$ cat config.mk
export PLATFORM = sky130hd
export DESIGN_NAME = utf8_to_cp1252_transcoder_flat
export DESIGN_NICKNAME = d
export VERILOG_FILES = /design/src/design/utf8cp_pkg.sv /design/src/design/utf8cp_if.sv /design/src/design/utf8cp_front.sv /design/src/design/utf8cp_cmd_queue.sv /design/src/design/utf8cp_back.sv /design/src/design/utf8_to_cp1252_transcoder.sv /design/src/flat_wrapper.sv
export VERILOG_INCLUDE_DIRS = /design/src /design/src/design
export SDC_FILE = /design/constraint.sdc
export NUM_CORES = 1
export LEC_CHECK = 0
export ABC_AREA = 1
export BUFFER_PORTS_ARGS = -buffer_cell sky130_fd_sc_hd__buf_2
export CAP_MARGIN = 20
export CORE_MARGIN = 2
export CORE_UTILIZATION = 56
export DETAILED_ROUTE_END_ITERATION = 10
export GPL_ROUTABILITY_DRIVEN = 0
export MAX_ROUTING_LAYER = met4
export PLACE_DENSITY = 0.75
export SLEW_MARGIN = 25
export SYNTH_ARGS = -nofsm -noshare
export SYNTH_HDL_FRONTEND = slang
export SYNTH_SLANG_ARGS = --single-unit
$ cat constraint.sdc
create_clock -name clk_i -period 5.63 [get_ports clk_i]
set_input_delay 0.8445 -clock clk_i [delete_from_list [all_inputs] [get_ports clk_i]]
set_output_delay 0.8445 -clock clk_i [all_outputs]
set_load 0.03 [all_outputs]
$ cat src/design/utf8_to_cp1252_transcoder_macros.svh
// ----------------------------------------------------------------------------
// utf8 to cp1252 transcoder assertion macros
// shared concurrent check forms for the transcoder modules
// ----------------------------------------------------------------------------
`ifndef UTF8_TO_CP1252_TRANSCODER_MACROS_SVH
`define UTF8_TO_CP1252_TRANSCODER_MACROS_SVH

// same-cycle implication, disabled during reset
`define UTF8CP_ASSERT_IMP(lbl, clk, rst_n, ante, cons) \
  lbl: assert property (@(posedge clk) disable iff (!rst_n) (ante) |-> (cons)) \
    else $error("utf8cp: same-cycle check failed");

// next-cycle implication, disabled during reset
`define UTF8CP_ASSERT_NXT(lbl, clk, rst_n, ante, cons) \
  lbl: assert property (@(posedge clk) disable iff (!rst_n) (ante) |=> (cons)) \
    else $error("utf8cp: next-cycle check failed");

`endif

$ cat src/design/utf8cp_pkg.sv
// ----------------------------------------------------------------------------
// utf8cp_pkg
// types, constants and lookup functions of the utf8 to cp1252 transcoder
// ----------------------------------------------------------------------------
`timescale 1ns / 1ps
`default_nettype none

package utf8cp_pkg;

  localparam int unsigned MaxSeqBytes = 6;
  localparam int unsigned RawSlots    = 6;
  localparam int unsigned CountW      = 3;
  localparam int unsigned CpW         = 31;
  localparam int unsigned QueueDepth  = 2;
  localparam int unsigned TabSize     = 27;

  localparam logic [7:0] ReplResetByte = 8'hA4;

  localparam logic [15:0] CpTab [TabSize] = '{
    16'h20AC, 16'h201A, 16'h0192, 16'h201E, 16'h2026, 16'h2020, 16'h2021,
    16'h02C6, 16'h2030, 16'h0160, 16'h2039, 16'h0152, 16'h017D, 16'h2018,
    16'h2019, 16'h201C, 16'h201D, 16'h2022, 16'h2013, 16'h2014, 16'h02DC,
    16'h2122, 16'h0161, 16'h203A, 16'h0153, 16'h017E, 16'h0178
  };

  localparam logic [7:0] ByteTab [TabSize] = '{
    8'h80, 8'h82, 8'h83, 8'h84, 8'h85, 8'h86, 8'h87, 8'h88, 8'h89,
    8'h8A, 8'h8B, 8'h8C, 8'h8E, 8'h91, 8'h92, 8'h93, 8'h94, 8'h95,
    8'h96, 8'h97, 8'h98, 8'h99, 8'h9A, 8'h9B, 8'h9C, 8'h9E, 8'h9F
  };

  typedef logic [CountW-1:0] count_t;

  // one unit of work for the back end: a mapped code point or a run of raw bytes
  typedef struct packed {
    logic                        mapped;
    logic                        eos;
    count_t                      count;
    logic [RawSlots-1:0][7:0]    raw;
    logic [CpW-1:0]              cp;
  } cmd_t;

  function automatic count_t lead_length(input logic [7:0] b, input count_t max_len);
    count_t n;
    n = '0;
    if (b[7:5] == 3'b110) begin
      n = 3'd2;
    end else if (b[7:4] == 4'b1110) begin
      n = 3'd3;
    end else if (b[7:3] == 5'b11110) begin
      n = 3'd4;
    end else if (b[7:2] == 6'b111110) begin
      n = 3'd5;
    end else if (b[7:1] == 7'b1111110) begin
      n = 3'd6;
    end
    if (n > max_len) begin
      n = '0;
    end
    return n;
  endfunction

  function automatic logic [7:0] map_code_point(input logic [CpW-1:0] v,
                                                input logic [7:0] repl);
    logic [7:0] r;
    if (v[CpW-1:8] == '0) begin
      r = v[7:0];
    end else begin
      r = repl;
      for (int i = 0; i < TabSize; i++) begin
        if (v == CpW'(CpTab[i])) begin
          r = ByteTab[i];
        end
      end
    end
    return r;
  endfunction

endpackage

`default_nettype wire

$ cat src/design/utf8cp_if.sv
// ----------------------------------------------------------------------------
// utf8cp channel interfaces
// valid/ready channels for input bytes and output bytes
// ----------------------------------------------------------------------------
`timescale 1ns / 1ps
`default_nettype none

interface utf8cp_in_if;
  logic       valid;
  logic       ready;
  logic [7:0] in_byte;
  logic       end_of_string;

  modport source (output valid, output in_byte, output end_of_string, input ready);
  modport sink   (input valid, input in_byte, input end_of_string, output ready);
endinterface

interface utf8cp_out_if;
  logic       valid;
  logic       ready;
  logic [7:0] out_byte;
  logic       run_last;
  logic       string_last;

  modport source (output valid, output out_byte, output run_last, output string_last,
                  input ready);
  modport sink   (input valid, input out_byte, input run_last, input string_last,
                  output ready);
endinterface

`default_nettype wire

$ cat src/design/utf8cp_front.sv
// ----------------------------------------------------------------------------
// utf8cp_front
// accepts input bytes, tracks the open sequence and issues back end commands
// ----------------------------------------------------------------------------
`timescale 1ns / 1ps
`default_nettype none
`include "utf8_to_cp1252_transcoder_macros.svh"

module utf8cp_front #(
  parameter int unsigned MAX_SEQUENCE_BYTES = utf8cp_pkg::MaxSeqBytes
) (
  input  wire logic              clk_i,
  input  wire logic              rst_ni,
  utf8cp_in_if.sink              in_i,
  output logic                   push_o,
  output utf8cp_pkg::cmd_t       cmd_o,
  input  wire logic              full_i
);

  localparam int unsigned ContDepth = (MAX_SEQUENCE_BYTES > 2) ? MAX_SEQUENCE_BYTES - 2 : 1;
  localparam int unsigned IdxW      = (ContDepth > 1) ? $clog2(ContDepth) : 1;
  localparam utf8cp_pkg::count_t MaxLen   = utf8cp_pkg::count_t'(MAX_SEQUENCE_BYTES);
  localparam utf8cp_pkg::count_t ContLim  = utf8cp_pkg::count_t'(ContDepth);
  localparam int unsigned CpW       = utf8cp_pkg::CpW;
  localparam int unsigned RawSlots  = utf8cp_pkg::RawSlots;

  logic [7:0]          lead_q, lead_d;
  utf8cp_pkg::count_t  exp_len_q, exp_len_d;
  utf8cp_pkg::count_t  rc_q, rc_d;
  logic [CpW-1:0]      cp_q, cp_d;
  logic [7:0]          cont_q [ContDepth];

  logic [7:0]          b;
  logic                eos;
  logic                acc;
  logic                open;
  logic                cont_hit;
  logic                complete;
  logic                cont_wr;
  utf8cp_pkg::count_t  len;
  utf8cp_pkg::count_t  rc_inc;
  utf8cp_pkg::count_t  flush_n;
  utf8cp_pkg::count_t  count;
  logic [CpW-1:0]      cp_new;
  logic [7:0]          cont_ext [RawSlots-1];

  assign b        = in_i.in_byte;
  assign eos      = in_i.end_of_string;
  assign in_i.ready = !full_i;
  assign acc      = in_i.valid && !full_i;

  assign open     = (exp_len_q != '0);
  assign cont_hit = open && (b[7:6] == 2'b10);
  assign rc_inc   = rc_q + 3'd1;
  assign complete = cont_hit && ((4'(rc_inc) + 4'd1) >= 4'(exp_len_q));
  assign cp_new   = {cp_q[CpW-7:0], b[5:0]};
  assign len      = utf8cp_pkg::lead_length(b, MaxLen);
  assign cont_wr  = acc && cont_hit && !complete && !eos && (rc_q < ContLim);

  // buffered continuations, with the current byte standing in past the buffer
  for (genvar j = 0; j < RawSlots - 1; j++) begin : g_cont
    if (j < ContDepth) begin : g_buf
      assign cont_ext[j] = cont_q[j];
    end else begin : g_none
      assign cont_ext[j] = b;
    end
  end

  always_comb begin
    flush_n = open ? (rc_q + 3'd1) : '0;
    if (cont_hit) begin
      count = eos ? (rc_q + 3'd2) : '0;
    end else begin
      count = flush_n + utf8cp_pkg::count_t'((len == '0) || eos);
    end

    cmd_o        = '0;
    cmd_o.mapped = complete;
    cmd_o.eos    = eos;
    cmd_o.cp     = cp_new;
    cmd_o.count  = complete ? 3'd1 : count;
    // raw run: lead (or the current byte if no sequence is open), buffered continuations, then the current byte
    cmd_o.raw[0] = open ? lead_q : b;
    for (int i = 1; i < RawSlots; i++) begin
      cmd_o.raw[i] = (utf8cp_pkg::count_t'(i - 1) < rc_q) ? cont_ext[i-1] : b;
    end
    push_o = acc && (complete || (count != '0));
  end

  always_comb begin
    lead_d    = lead_q;
    exp_len_d = exp_len_q;
    rc_d      = rc_q;
    cp_d      = cp_q;
    if (acc) begin
      if (cont_hit) begin
        if (complete || eos) begin
          exp_len_d = '0;
          rc_d      = '0;
          cp_d      = '0;
        end else begin
          rc_d = rc_inc;
          cp_d = cp_new;
        end
      end else if ((len != '0) && !eos) begin
        lead_d    = b;
        exp_len_d = len;
        rc_d      = '0;
        cp_d      = CpW'(b & (8'h7F >> len));
      end else begin
        exp_len_d = '0;
        rc_d      = '0;
        cp_d      = '0;
      end
    end
  end

  always_ff @(posedge clk_i or negedge rst_ni) begin
    if (!rst_ni) begin
      lead_q    <= '0;
      exp_len_q <= '0;
      rc_q      <= '0;
      cp_q      <= '0;
    end else begin
      lead_q    <= lead_d;
      exp_len_q <= exp_len_d;
      rc_q      <= rc_d;
      cp_q      <= cp_d;
    end
  end

  always_ff @(posedge clk_i) begin
    if (cont_wr) begin
      cont_q[rc_q[IdxW-1:0]] <= b;
    end
  end

  // an open sequence never holds enough bytes to be complete
  `UTF8CP_ASSERT_IMP(a_open_short, clk_i, rst_ni, open, (4'(rc_q) + 4'd1) < 4'(exp_len_q))

endmodule

`default_nettype wire

$ cat src/design/utf8cp_cmd_queue.sv
// ----------------------------------------------------------------------------
// utf8cp_cmd_queue
// short command queue between the front end and the back end
// ----------------------------------------------------------------------------
`timescale 1ns / 1ps
`default_nettype none
`include "utf8_to_cp1252_transcoder_macros.svh"

module utf8cp_cmd_queue (
  input  wire logic              clk_i,
  input  wire logic              rst_ni,
  input  wire logic              push_i,
  input  wire utf8cp_pkg::cmd_t  cmd_i,
  output logic                   full_o,
  input  wire logic              pop_i,
  output logic                   empty_o,
  output utf8cp_pkg::cmd_t       cmd_o
);

  localparam int unsigned Depth = utf8cp_pkg::QueueDepth;
  localparam int unsigned PtrW  = $clog2(Depth);
  localparam int unsigned CntW  = $clog2(Depth + 1);

  utf8cp_pkg::cmd_t  entry_q [Depth];
  logic [PtrW-1:0]   wr_ptr_q, wr_ptr_d;
  logic [PtrW-1:0]   rd_ptr_q, rd_ptr_d;
  logic [CntW-1:0]   cnt_q, cnt_d;
  logic              do_push;
  logic              do_pop;

  assign full_o  = (cnt_q == CntW'(Depth));
  assign empty_o = (cnt_q == '0);
  assign do_push = push_i && !full_o;
  assign do_pop  = pop_i && !empty_o;
  assign cmd_o   = entry_q[rd_ptr_q];

  // depth is a power of two, pointers wrap on their own
  always_comb begin
    wr_ptr_d = do_push ? wr_ptr_q + 1'b1 : wr_ptr_q;
    rd_ptr_d = do_pop  ? rd_ptr_q + 1'b1 : rd_ptr_q;
    cnt_d    = cnt_q;
    if (do_push && !do_pop) begin
      cnt_d = cnt_q + 1'b1;
    end else if (do_pop && !do_push) begin
      cnt_d = cnt_q - 1'b1;
    end
  end

  always_ff @(posedge clk_i or negedge rst_ni) begin
    if (!rst_ni) begin
      wr_ptr_q <= '0;
      rd_ptr_q <= '0;
      cnt_q    <= '0;
    end else begin
      wr_ptr_q <= wr_ptr_d;
      rd_ptr_q <= rd_ptr_d;
      cnt_q    <= cnt_d;
    end
  end

  always_ff @(posedge clk_i) begin
    if (do_push) begin
      entry_q[wr_ptr_q] <= cmd_i;
    end
  end

  // front end must hold off while the queue is full
  `UTF8CP_ASSERT_IMP(a_no_push_full, clk_i, rst_ni, push_i, !full_o)
  `UTF8CP_ASSERT_NXT(a_drain_last, clk_i, rst_ni, do_pop && !do_push && (cnt_q == CntW'(1)), empty_o)

endmodule

`default_nettype wire

$ cat src/design/utf8cp_back.sv
// ----------------------------------------------------------------------------
// utf8cp_back
// executes commands one output byte per cycle, while the receiver is ready, into a registered output stage
// ----------------------------------------------------------------------------
`timescale 1ns / 1ps
`default_nettype none
`include "utf8_to_cp1252_transcoder_macros.svh"

module utf8cp_back (
  input  wire logic              clk_i,
  input  wire logic              rst_ni,
  input  wire logic              cfg_we_i,
  input  wire logic [7:0]        cfg_wdata_i,
  input  wire logic              empty_i,
  input  wire utf8cp_pkg::cmd_t  cmd_i,
  output logic                   pop_o,
  utf8cp_out_if.source           out_o
);

  logic [7:0]          repl_q;
  logic                busy_q;
  utf8cp_pkg::cmd_t    cmd_q;
  utf8cp_pkg::count_t  idx_q;
  logic                out_valid_q;
  logic [7:0]          out_byte_q;
  logic                run_last_q;
  logic                string_last_q;

  logic                load;
  logic                cur_last;
  logic [7:0]          cur_byte;

  assign load     = !out_valid_q || out_o.ready;
  assign cur_last = cmd_q.mapped || ((idx_q + 3'd1) == cmd_q.count);
  assign cur_byte = cmd_q.mapped ? utf8cp_pkg::map_code_point(cmd_q.cp, repl_q)
                                 : cmd_q.raw[idx_q];
  // take the next command while the last byte of the current one goes out
  assign pop_o    = load && !empty_i && (!busy_q || cur_last);

  assign out_o.valid       = out_valid_q;
  assign out_o.out_byte    = out_byte_q;
  assign out_o.run_last    = run_last_q;
  assign out_o.string_last = string_last_q;

  always_ff @(posedge clk_i or negedge rst_ni) begin
    if (!rst_ni) begin
      repl_q      <= utf8cp_pkg::ReplResetByte;
      busy_q      <= 1'b0;
      idx_q       <= '0;
      out_valid_q <= 1'b0;
    end else begin
      if (cfg_we_i) begin
        repl_q <= cfg_wdata_i;
      end
      if (load) begin
        out_valid_q <= busy_q;
      end
      if (pop_o) begin
        busy_q <= 1'b1;
        idx_q  <= '0;
      end else if (load && busy_q) begin
        if (cur_last) begin
          busy_q <= 1'b0;
          idx_q  <= '0;
        end else begin
          idx_q <= idx_q + 3'd1;
        end
      end
    end
  end

  always_ff @(posedge clk_i) begin
    if (pop_o) begin
      cmd_q <= cmd_i;
    end
    if (load && busy_q) begin
      out_byte_q    <= cur_byte;
      run_last_q    <= cur_last;
      string_last_q <= cur_last && cmd_q.eos;
    end
  end

  `UTF8CP_ASSERT_IMP(a_raw_idx, clk_i, rst_ni, busy_q && !cmd_q.mapped, (cmd_q.count != '0) && (idx_q < cmd_q.count))
  `UTF8CP_ASSERT_IMP(a_mapped_idx, clk_i, rst_ni, busy_q && cmd_q.mapped, idx_q == '0)
  `UTF8CP_ASSERT_IMP(a_eos_on_last, clk_i, rst_ni, out_valid_q && string_last_q, run_last_q)

endmodule

`default_nettype wire

$ cat src/design/utf8_to_cp1252_transcoder.sv
// ----------------------------------------------------------------------------
// utf8_to_cp1252_transcoder
// utf-8 byte stream to windows-1252 byte stream
// ----------------------------------------------------------------------------
// in_i carries one utf-8 byte per item with an end of string flag; out_o
// carries windows-1252 bytes with run_last on the last byte caused by an
// input item and string_last on the final byte of the string.
// cfg_we_i/cfg_wdata_i write the replacement byte used for code points above
// 0xff that have no cp1252 slot; write it only while the block is idle.
// the first byte of an item passes the command queue, the back end command
// register and the output register. the back end emits one byte per cycle
// while the receiver is ready, and an item produces 0 to 6 bytes; a broken or
// unfinished sequence flushes up to 6 raw bytes.
// the 2-entry command queue lets input run ahead while output drains.
// reset closes any open sequence, empties queue and output register and sets
// the replacement byte to 0xa4.
// a stalled receiver holds the output byte; once the queue fills, in_i.ready
// drops until the back end takes a command.
// ----------------------------------------------------------------------------
`timescale 1ns / 1ps
`default_nettype none

module utf8_to_cp1252_transcoder #(
  parameter int unsigned MAX_SEQUENCE_BYTES = utf8cp_pkg::MaxSeqBytes
) (
  input  wire logic        clk_i,
  input  wire logic        rst_ni,
  input  wire logic        cfg_we_i,
  input  wire logic [7:0]  cfg_wdata_i,
  utf8cp_in_if.sink        in_i,
  utf8cp_out_if.source     out_o
);

  logic              push;
  logic              full;
  logic              pop;
  logic              empty;
  utf8cp_pkg::cmd_t  front_cmd;
  utf8cp_pkg::cmd_t  queue_cmd;

  utf8cp_front #(
    .MAX_SEQUENCE_BYTES (MAX_SEQUENCE_BYTES)
  ) u_front (
    .clk_i  (clk_i),
    .rst_ni (rst_ni),
    .in_i   (in_i),
    .push_o (push),
    .cmd_o  (front_cmd),
    .full_i (full)
  );

  utf8cp_cmd_queue u_queue (
    .clk_i   (clk_i),
    .rst_ni  (rst_ni),
    .push_i  (push),
    .cmd_i   (front_cmd),
    .full_o  (full),
    .pop_i   (pop),
    .empty_o (empty),
    .cmd_o   (queue_cmd)
  );

  utf8cp_back u_back (
    .clk_i       (clk_i),
    .rst_ni      (rst_ni),
    .cfg_we_i    (cfg_we_i),
    .cfg_wdata_i (cfg_wdata_i),
    .empty_i     (empty),
    .cmd_i       (queue_cmd),
    .pop_o       (pop),
    .out_o       (out_o)
  );

endmodule

`default_nettype wire
$ cat src/flat_wrapper.sv
// flat-port wrapper written by rule: the top's interface ports become plain ports
module utf8_to_cp1252_transcoder_flat 
#(
  parameter int unsigned MAX_SEQUENCE_BYTES = utf8cp_pkg::MaxSeqBytes
)
  (clk_i, rst_ni, cfg_we_i, cfg_wdata_i, in_i_valid, in_i_in_byte, in_i_end_of_string, in_i_ready, out_o_valid, out_o_out_byte, out_o_run_last, out_o_string_last, out_o_ready);
  utf8cp_in_if in_i_i ();
  utf8cp_out_if out_o_i ();
  input  wire logic clk_i;
  input  wire logic rst_ni;
  input  wire logic cfg_we_i;
  input  wire logic [7:0] cfg_wdata_i;
  input wire logic [$bits(in_i_i.valid)-1:0] in_i_valid;
  input wire logic [$bits(in_i_i.in_byte)-1:0] in_i_in_byte;
  input wire logic [$bits(in_i_i.end_of_string)-1:0] in_i_end_of_string;
  output wire logic [$bits(in_i_i.ready)-1:0] in_i_ready;
  output wire logic [$bits(out_o_i.valid)-1:0] out_o_valid;
  output wire logic [$bits(out_o_i.out_byte)-1:0] out_o_out_byte;
  output wire logic [$bits(out_o_i.run_last)-1:0] out_o_run_last;
  output wire logic [$bits(out_o_i.string_last)-1:0] out_o_string_last;
  input wire logic [$bits(out_o_i.ready)-1:0] out_o_ready;
  assign in_i_i.valid = in_i_valid;
  assign in_i_i.in_byte = in_i_in_byte;
  assign in_i_i.end_of_string = in_i_end_of_string;
  assign in_i_ready = in_i_i.ready;
  assign out_o_valid = out_o_i.valid;
  assign out_o_out_byte = out_o_i.out_byte;
  assign out_o_run_last = out_o_i.run_last;
  assign out_o_string_last = out_o_i.string_last;
  assign out_o_i.ready = out_o_ready;
  utf8_to_cp1252_transcoder #(.MAX_SEQUENCE_BYTES(MAX_SEQUENCE_BYTES)) u_core (.clk_i(clk_i), .rst_ni(rst_ni), .cfg_we_i(cfg_we_i), .cfg_wdata_i(cfg_wdata_i), .in_i(in_i_i), .out_o(out_o_i));
endmodule
==> results by group, run 1 <==
Synth
  • #FFs+latches synth: 332
  • Post-Syn Instances: roughly 1.2k
  • Synth Area in Adders: 1.17%
  • Post-synthesis simple-gate area fraction: roughly 17%
  • Top-count cell post-synth: nand2_1
  • Cell accounting for the most synthesized area: edfxtp_1
  • Number of distinct library cells after synthesis: 49
  • Synth top area share: about three fifths
  • Sequential share of the synthesized area: 69.7%
  • Mapped Area: about 0.014 mm2
  • YS warnings: 0
  • Synth cell count leaders: 382 x nand2_1, 276 x edfxtp_1, 96 x inv_1
  • Post-Synth XOR/XNOR Area: 0.630%
  • Synthesized Nets: 1278
  • Avg Cell Area, Syn: 11.2 um2
  • Largest family of logic cells by synthesized area: simple AND/OR/NAND/NOR gates
  • Synth async-reset ratio: 16.9%
  • Leading post-synthesis cells by cell area: edfxtp_1 60%, nand2_1 10%, dfrtp_1 9.5%
  • Compound-Gate Fraction of Synth Area: 6.99%
  • EDFF count, synth: ~280
  • Multiplexer area fraction after synthesis: less than 1%
  • Dominant synthesized flop cell: edfxtp_1

Floorplanning
  • Row count: 57
  • DIE HEIGHT: 162 um
  • Die X-Extent: roughly 160 um
  • Die area: 0.0261 mm2
  • Core area: 0.0243 mm2
  • IO Count: 34
  • Initial cell density of the core: 57.2%

STA
  • Setup ws final: 1.75 ns
  • Setup tns final: 0 ns
  • Achievable frequency: 258 MHz
  • Pins Over Slew Limit: 0
  • Clock Skew: 0.0176 ns
  • Final Cycle Share: 68.9%
  • Slew HR: a little over a third
  • Final hold vios: 0
  • Actual slew at the worst max-slew pin: 0.965 ns
  • Min Tclk post-route: 3.88 ns
  • Final setup viols: 0
  • RSZ-0062 raised after global routing: false

Route
  • DRC viols: 0
  • WL final: 28.2 mm
  • DRT antenna net count: 0
  • Drt first pass iters: 6
  • Detailed-route via count: 9083
  • Vias per cell: 5.57
  • WL/cell: 17.3 um
  • Initial drt markers: roughly 1.3k

Global route
  • Vias in the first global route: 8221
  • Largest net degree at the start of global routing: 80
  • Initial antenna violation count: 0
  • Global-route wire length before repair: approximately 44 mm
  • Global-route usage over all layers: 22.7%
  • Congestion Overflow GR: 0

Finish
  • Syn-to-layout area delta: 11.2%
  • Nets: 1318
  • Ant diodes: 0
  • Fill cell count: 1768
  • Share of post-route cells with drive strength above 1: 11.0%
  • Final instance area: 0.0155 mm2

Clock network
  • Maximum clock path buffer count: 3
  • CTS root buffer: clkbuf_16
  • Hold buffers post-CTS: 0
  • CTS Buf Count: 34
  • Clk sinks: 332
  • CTS H-tree lvls: 2
  • Worst skew pair latency: roughly 0.51 ns
  • Worst-path clk slew: approximately 0.06 ns
  • Postcts setup bufs: 0
  • CTS tree: yes
  • Cts repair resizes: 0

Setup path
  • Cell Chain, Critical Path: buf_2, inv_1, o311ai_0, nand2_1, nand2_1, ha_1, ha_1, or2_2, a32oi_1, nand4_1, nand2_1, nor2_4, buf_12
  • CP startpoint kind: input port
  • CP max stage delay: 0.68 ns
  • Most repeated library cell on the critical path: nand2_1
  • Slowest CP cell: nor2_4
  • CP Class: in2reg
  • CP endpoint kind: flop
  • CP Max Fanout: 53
  • Flop2flop setup slack: 1.77 ns
  • CP Data Arrival Time: 4.05 ns
  • Req. time, crit path: 5.80 ns

Power and ir drop
  • VDD IR-drop max: 0.315 mV
  • P per Cell Area: 511 mW/mm2
  • Leakage power: 6.20 nW

Job
  • Max Cap Violations: 0

Worst hold path
  • HP Class: reg2reg

Placement
  • Detailed Place HPWL: 19.3 mm
  • Pre-CTS WS: 1.27 ns
  • Port Buf Inserts: 33
  • Dpl cell area: 0.0144 mm2

Status
  • Status: finished clean
routing by layer:
layer	track usage (%)	wire length [um]	vias to the layer above
met5	-	0	-
met4	5.84	612	0
met3	2.67	2500	49
met2	33.2	12400	450
met1	34.3	12600	4279
li1	-	-	4305
flip-flops by register name, indices dropped and copies added (netlist names), 8 cells and up:
register                      cells
u_core.u_queue.entry_q          156
u_core.u_back.cmd_q              78
u_core.u_front.cont_q            32
u_core.u_front.cp_q              25
u_core.u_back.out_o.out_byte      8
u_core.u_back.repl_q              8
u_core.u_front.lead_q             8
report_power, final:
part | internal (mW) | switching (mW) | leakage, nW
clock network | 1.21 | 0.867 | 0.501
registers | 3.63 | 0.244 | 3.31
logic | 0.481 | 1.48 | 2.39
worst max-delay path, delay by kind of cell:
kind	cells	cell delay (ns)
buffers and inverters	3	0.71
AOI/OAI and AO/OA	2	0.76
adders and majority gates	2	0.36
and+or+nand+nor	6	1.35
stage by stage:
step,power (mW),cells,hold slack (ns),util (%)
2_1_floorplan,5.23,1243,0.420,-
3_3_place_gp,5.80,1571,0.436,59.3
3_5_place_dp,5.86,1571,0.441,59.3
4_1_cts,7.93,1632,0.455,63.6
5_1_grt,8.31,1632,0.473,63.6
6_report,7.90,1632,0.454,63.6
placed cells by master, fill, tap and decap left out, drive strengths merged, types with 2 or more instances in the layout:
master | synthesis | layout
nand2 | 394 | 394
edfxtp | 276 | 276
inv | 112 | 114
nor2 | 102 | 102
o21ai | 98 | 98
dfrtp | 53 | 53
clkbuf | 34 | 47
buf | 4 | 42
o22ai | 26 | 26
a21oi | 24 | 24
nand3 | 23 | 23
nor3 | 17 | 17
nand4 | 13 | 13
ha | 13 | 13
clkinv | 3 | 12
mux2 | 6 | 6
xor2 | 5 | 5
xnor2 | 5 | 5
nor4 | 4 | 4
o21a | 3 | 3
a32oi | 3 | 3
o211ai | 3 | 3
a31oi | 3 | 3
dfstp | 3 | 3
a21boi | 2 | 2
a221oi | 2 | 2
a41oi | 2 | 2
clkinvlp | 0 | 2
cells by family after synthesis:
kind of cell | Yosys count
and+or+nand+nor | 556
DFF | 332
AOI/OAI and AO/OA | 173
buffers and inverters | 153
adders and majority gates | 13
xor gates and xnor gates | 10
muxes | 6
final timing paths:
check                      cells after the start                                       to                                 start
setup / recovery                              13  u_core.u_queue.entry_q[0][32]$_DFFE_PP_                       in_i_in_byte[2]
hold / removal                                 2     u_core.u_front.lead_q[7]$_DFFE_PN0P_  u_core.u_front.lead_q[7]$_DFFE_PN0P_
setup reg to reg                              13  u_core.u_queue.entry_q[0][32]$_DFFE_PP_    u_core.u_front.rc_q[0]$_DFFE_PN0P_
hold reg to reg                                2     u_core.u_front.lead_q[7]$_DFFE_PN0P_  u_core.u_front.lead_q[7]$_DFFE_PN0P_
max in group asynchronous                      2      u_core.u_queue.rd_ptr_q$_DFFE_PN0P_                                rst_ni
min in group asynchronous                      2      u_core.u_back.repl_q[1]$_DFFE_PN0P_                                rst_ni
cell type report:
class,instances,area (um2),area share (%)
Tap cell,324,405,2.62
Inverter,115,434,2.81
Sequential cell,332,9690,62.7
Timing Repair Buffer,42,258,1.67
Clock inverter,14,103,0.664
Clock buffer,47,931,6.02
Multi-Input combinational cell,758,3630,23.5
(Power assumes the default switching activity.)
==> run 2, diff against run 1 <==
==> constraint.sdc (replaced) <==
create_clock -name clk_i -period 3.2 [get_ports clk_i]
set_input_delay 0.48 -clock clk_i [delete_from_list [all_inputs] [get_ports clk_i]]
set_output_delay 0.48 -clock clk_i [all_outputs]
set_load 0.03 [all_outputs]
==> run 2 against run 1 <==
Compared with the run above:
- worst hold slack worse by 0.42 ns
- global-route usage rose by 1.5 points
- sequential share of layout area fell by 1.9 points
- clock-buffer cell count stayed put
==> results by group, run 2 (synthesized netlist as in run 1, its figures left out) <==
Status
  • Status: finished clean

Global route
  • Met3 GRT Util: 4.06% (+1.4 points)
  • Largest net degree at the start of global routing: 79 (-1.3%)
  • Global-route usage over all layers: 24.2% (+1.5 points)
  • GRT met1 Usage: 34.3% (+0.043 points)
  • Most Crowded Layer GR: met2
  • Global-route wire length before repair: 47.3 mm (+6.9%)
  • Vias in the first global route: 8904 (+8.3%)
  • Congestion Overflow GR: 0 (unchanged)
  • GR Util met2: 36.5% (+3.3 points)
  • Initial antenna violation count: 0 (unchanged)

Floorplanning
  • Core area: 0.0243 mm2 (unchanged)
  • IO Count: 34 (unchanged)
  • Initial cell density of the core: 57.2% (unchanged)
  • Die area: 0.0261 mm2 (unchanged)
  • DIE HEIGHT: 162 um (unchanged)
  • Row count: 57 (unchanged)
  • Die X-Extent: 162 um (unchanged)

Finish
  • Share of post-route cells with drive strength above 1: 14.7% (+3.7 points)
  • Nets: 1361 (+3.3%)
  • Final Util: 65.5% (+2.0 points)
  • Max reg flops: 156 (unchanged)
  • Syn-to-layout area delta: 14.7%
  • Ant diodes: 0 (unchanged)
  • Fill cell count: 1760 (-0.45%)
  • Commonest non-fill, non-tap cell in the layout: nand2_1
  • Most frequent cells in the layout: 381 x nand2_1, 276 x edfxtp_1, 93 x inv_1
  • Top reg by flops: u_core.u_queue.entry_q

Route
  • Detailed-route via count: 9272 (+2.1%)
  • Vias per cell: 5.54 (-0.48%)
  • WL/cell: 17.7 um (+2.9%)
  • WL final: 29.7 mm (+5.5%)
  • Initial drt markers: 1106 (-17%)
  • Drt first pass iters: 5 (-1)
  • DRT antenna net count: 0 (unchanged)
  • DRC viols: 0 (unchanged)

STA
  • Setup ws final: 0.0856 ns (-1.66 ns)
  • Slew HR: 38.1% (+2.5 points)
  • Clock Skew: 0.0181 ns (+0.000533 ns)
  • Setup tns final: 0 ns (unchanged)
  • Final setup viols: 0 (unchanged)
  • Actual slew at the worst max-slew pin: 0.927 ns (-0.0381 ns)
  • Final hold vios: 0 (unchanged)
  • Min Tclk post-route: 3.11 ns
  • RSZ-0062 raised after global routing: true
  • Pins Over Slew Limit: 0 (unchanged)
  • Final Cycle Share: 97.3%
  • Achievable frequency: 321 MHz

Job
  • Max Cap Violations: 0 (unchanged)

Setup path
  • CP Data Arrival Time: 3.50 ns (-0.55 ns)
  • Flop2flop setup slack: 0.09 ns (-1.68 ns)
  • Reg2reg end: u_core.u_queue.cnt_q[1]$_DFFE_PN0P_
  • Worst R2R Start: u_core.u_front.rc_q[1]$_DFFE_PN0P_
  • R2R depth: 16 (+3)
  • CP Max Fanout: 6 (-89%)
  • CP startpoint kind: flop
  • CP endpoint kind: flop
  • CP Class: reg2reg
  • Req. time, crit path: 3.58 ns (-2.22 ns)

Clock network
  • Worst skew pair latency: 0.51 ns (about the same)
  • Clk sinks: 332 (unchanged)
  • Worst-path clk slew: 0.06 ns (about the same)
  • Maximum clock path buffer count: 3 (unchanged)
  • CTS tree: yes
  • CTS Buf Count: 34 (unchanged)
  • CTS root buffer: clkbuf_16
  • CTS H-tree lvls: 2 (unchanged)

Placement
  • Pre-CTS WS: -0.151 ns (-1.42 ns)
  • Port Buf Inserts: 33 (unchanged)
  • Detailed Place HPWL: 20.5 mm (+6.2%)

Power and ir drop
  • Net Sw Frac: 32.9% (+0.14 points)
  • Logic pwr share: 26.2% (+1.4 points)
  • P per Cell Area: 893 mW/mm2 (+75%)
  • Internal power consumption: 9.55 mW (+80%)
  • Sw Pwr: 4.68 mW (+81%)
  • Seq pwr share: 47.8% (-1.2 points)
  • Clk network pwr share: 26.0% (-0.2 points)
  • VDD IR-drop max: 0.552 mV (+75%)
  • Leakage power: 6.43 nW (+3.7%)

Worst hold path
  • HP Class: in2async
==> run 2: layout make-up <==
| cell class | count | area [um2] | area share [%] |
|---|---|---|---|
| multi-input combinational | 758 | 3690 | 23.2 |
| timing repair buffer | 85 | 656 | 4.11 |
| clock inverter | 13 | 103 | 0.644 |
| tap | 324 | 405 | 2.54 |
| inverter | 115 | 443 | 2.78 |
| clock buffer | 47 | 941 | 5.90 |
| sequential | 332 | 9700 | 60.8 |
==> run 2: worst max-delay path: stages (launching register included) <==
cell	delay, ns
dfrtp_2	0.47
inv_4	0.11
ha_4	0.21
xnor2_1	0.17
ha_1	0.26
a21boi_2	0.16
o21a_1	0.21
nor3_2	0.15
nor2_2	0.10
inv_1	0.08
nand4_1	0.14
nand2_2	0.16
inv_1	0.07
ha_1	0.32
a21oi_1	0.13
o21ai_1	0.10
xor2_1	0.15
==> run 2: power by group through the flow <==
| stage | clock, mW | combinational [mW] | sequential [mW] |
|---|---|---|---|
| after floorplan | 0 | 2.25 | 6.94 |
| after global placement | 0 | 3.54 | 6.84 |
| after detailed placement | 0 | 3.63 | 6.89 |
| after CTS | 3.75 | 3.66 | 6.81 |
| after global routing | 3.93 | 4.13 | 6.92 |
| final | 3.70 | 3.72 | 6.81 |
==> run 2: per-stage QoR <==
| step | hold WS, ns | cells | cell area, um2 | power, mW |
|---|---|---|---|---|
| 2_1_floorplan | 0.184 | 1243 | 14000 | 9.19 |
| 3_3_place_gp | 0.432 | 1605 | 14800 | 10.4 |
| 3_5_place_dp | 0.442 | 1605 | 14800 | 10.5 |
| 4_1_cts | 0.0496 | 1667 | 15900 | 14.2 |
| 5_1_grt | 0.0857 | 1674 | 15900 | 15.0 |
| 6_report | 0.0356 | 1674 | 15900 | 14.2 |
==> run 2: what timing repair did <==
action	in CTS	in global routing
cloned	0	0
gates resized for setup	2	3
pin swaps	1	3
endpoints found under the setup margin	1	37
hold buffers	0	0
setup buffers	2	7
==> run 2: worst max-delay path by stage <==
| stage | startpoint | slack [ns] | endpoint | cells after the start |
|---|---|---|---|---|
| CTS | u_core.u_front.rc_q[1]$_DFFE_PN0P_ | 0.06 | u_core.u_queue.cnt_q[1]$_DFFE_PN0P_ | 16 |
| detailed placement | in_i_in_byte[6] | -0.15 | u_core.u_queue.cnt_q[1]$_DFFE_PN0P_ | 17 |
| global route | u_core.u_front.rc_q[1]$_DFFE_PN0P_ | -0.09 | u_core.u_queue.cnt_q[1]$_DFFE_PN0P_ | 16 |
| finish | u_core.u_front.rc_q[1]$_DFFE_PN0P_ | 0.09 | u_core.u_queue.cnt_q[1]$_DFFE_PN0P_ | 16 |
| global placement | in_i_in_byte[6] | -0.05 | u_core.u_queue.cnt_q[1]$_DFFE_PN0P_ | 17 |
| floorplan | u_core.u_front.rc_q[0]$_DFFE_PN0P_ | -0.36 | u_core.u_queue.entry_q[1][10]$_DFFE_PP_ | 12 |
==> run 2: metal layers <==
| metal | vias up | share of wire, % |
|---|---|---|
| met2 | 390 | 46 |
| met1 | 4436 | 42 |
| li1 | 4397 | - |
| met5 | - | 0 |
| met3 | 49 | 8.7 |
| met4 | 0 | 2.4 |
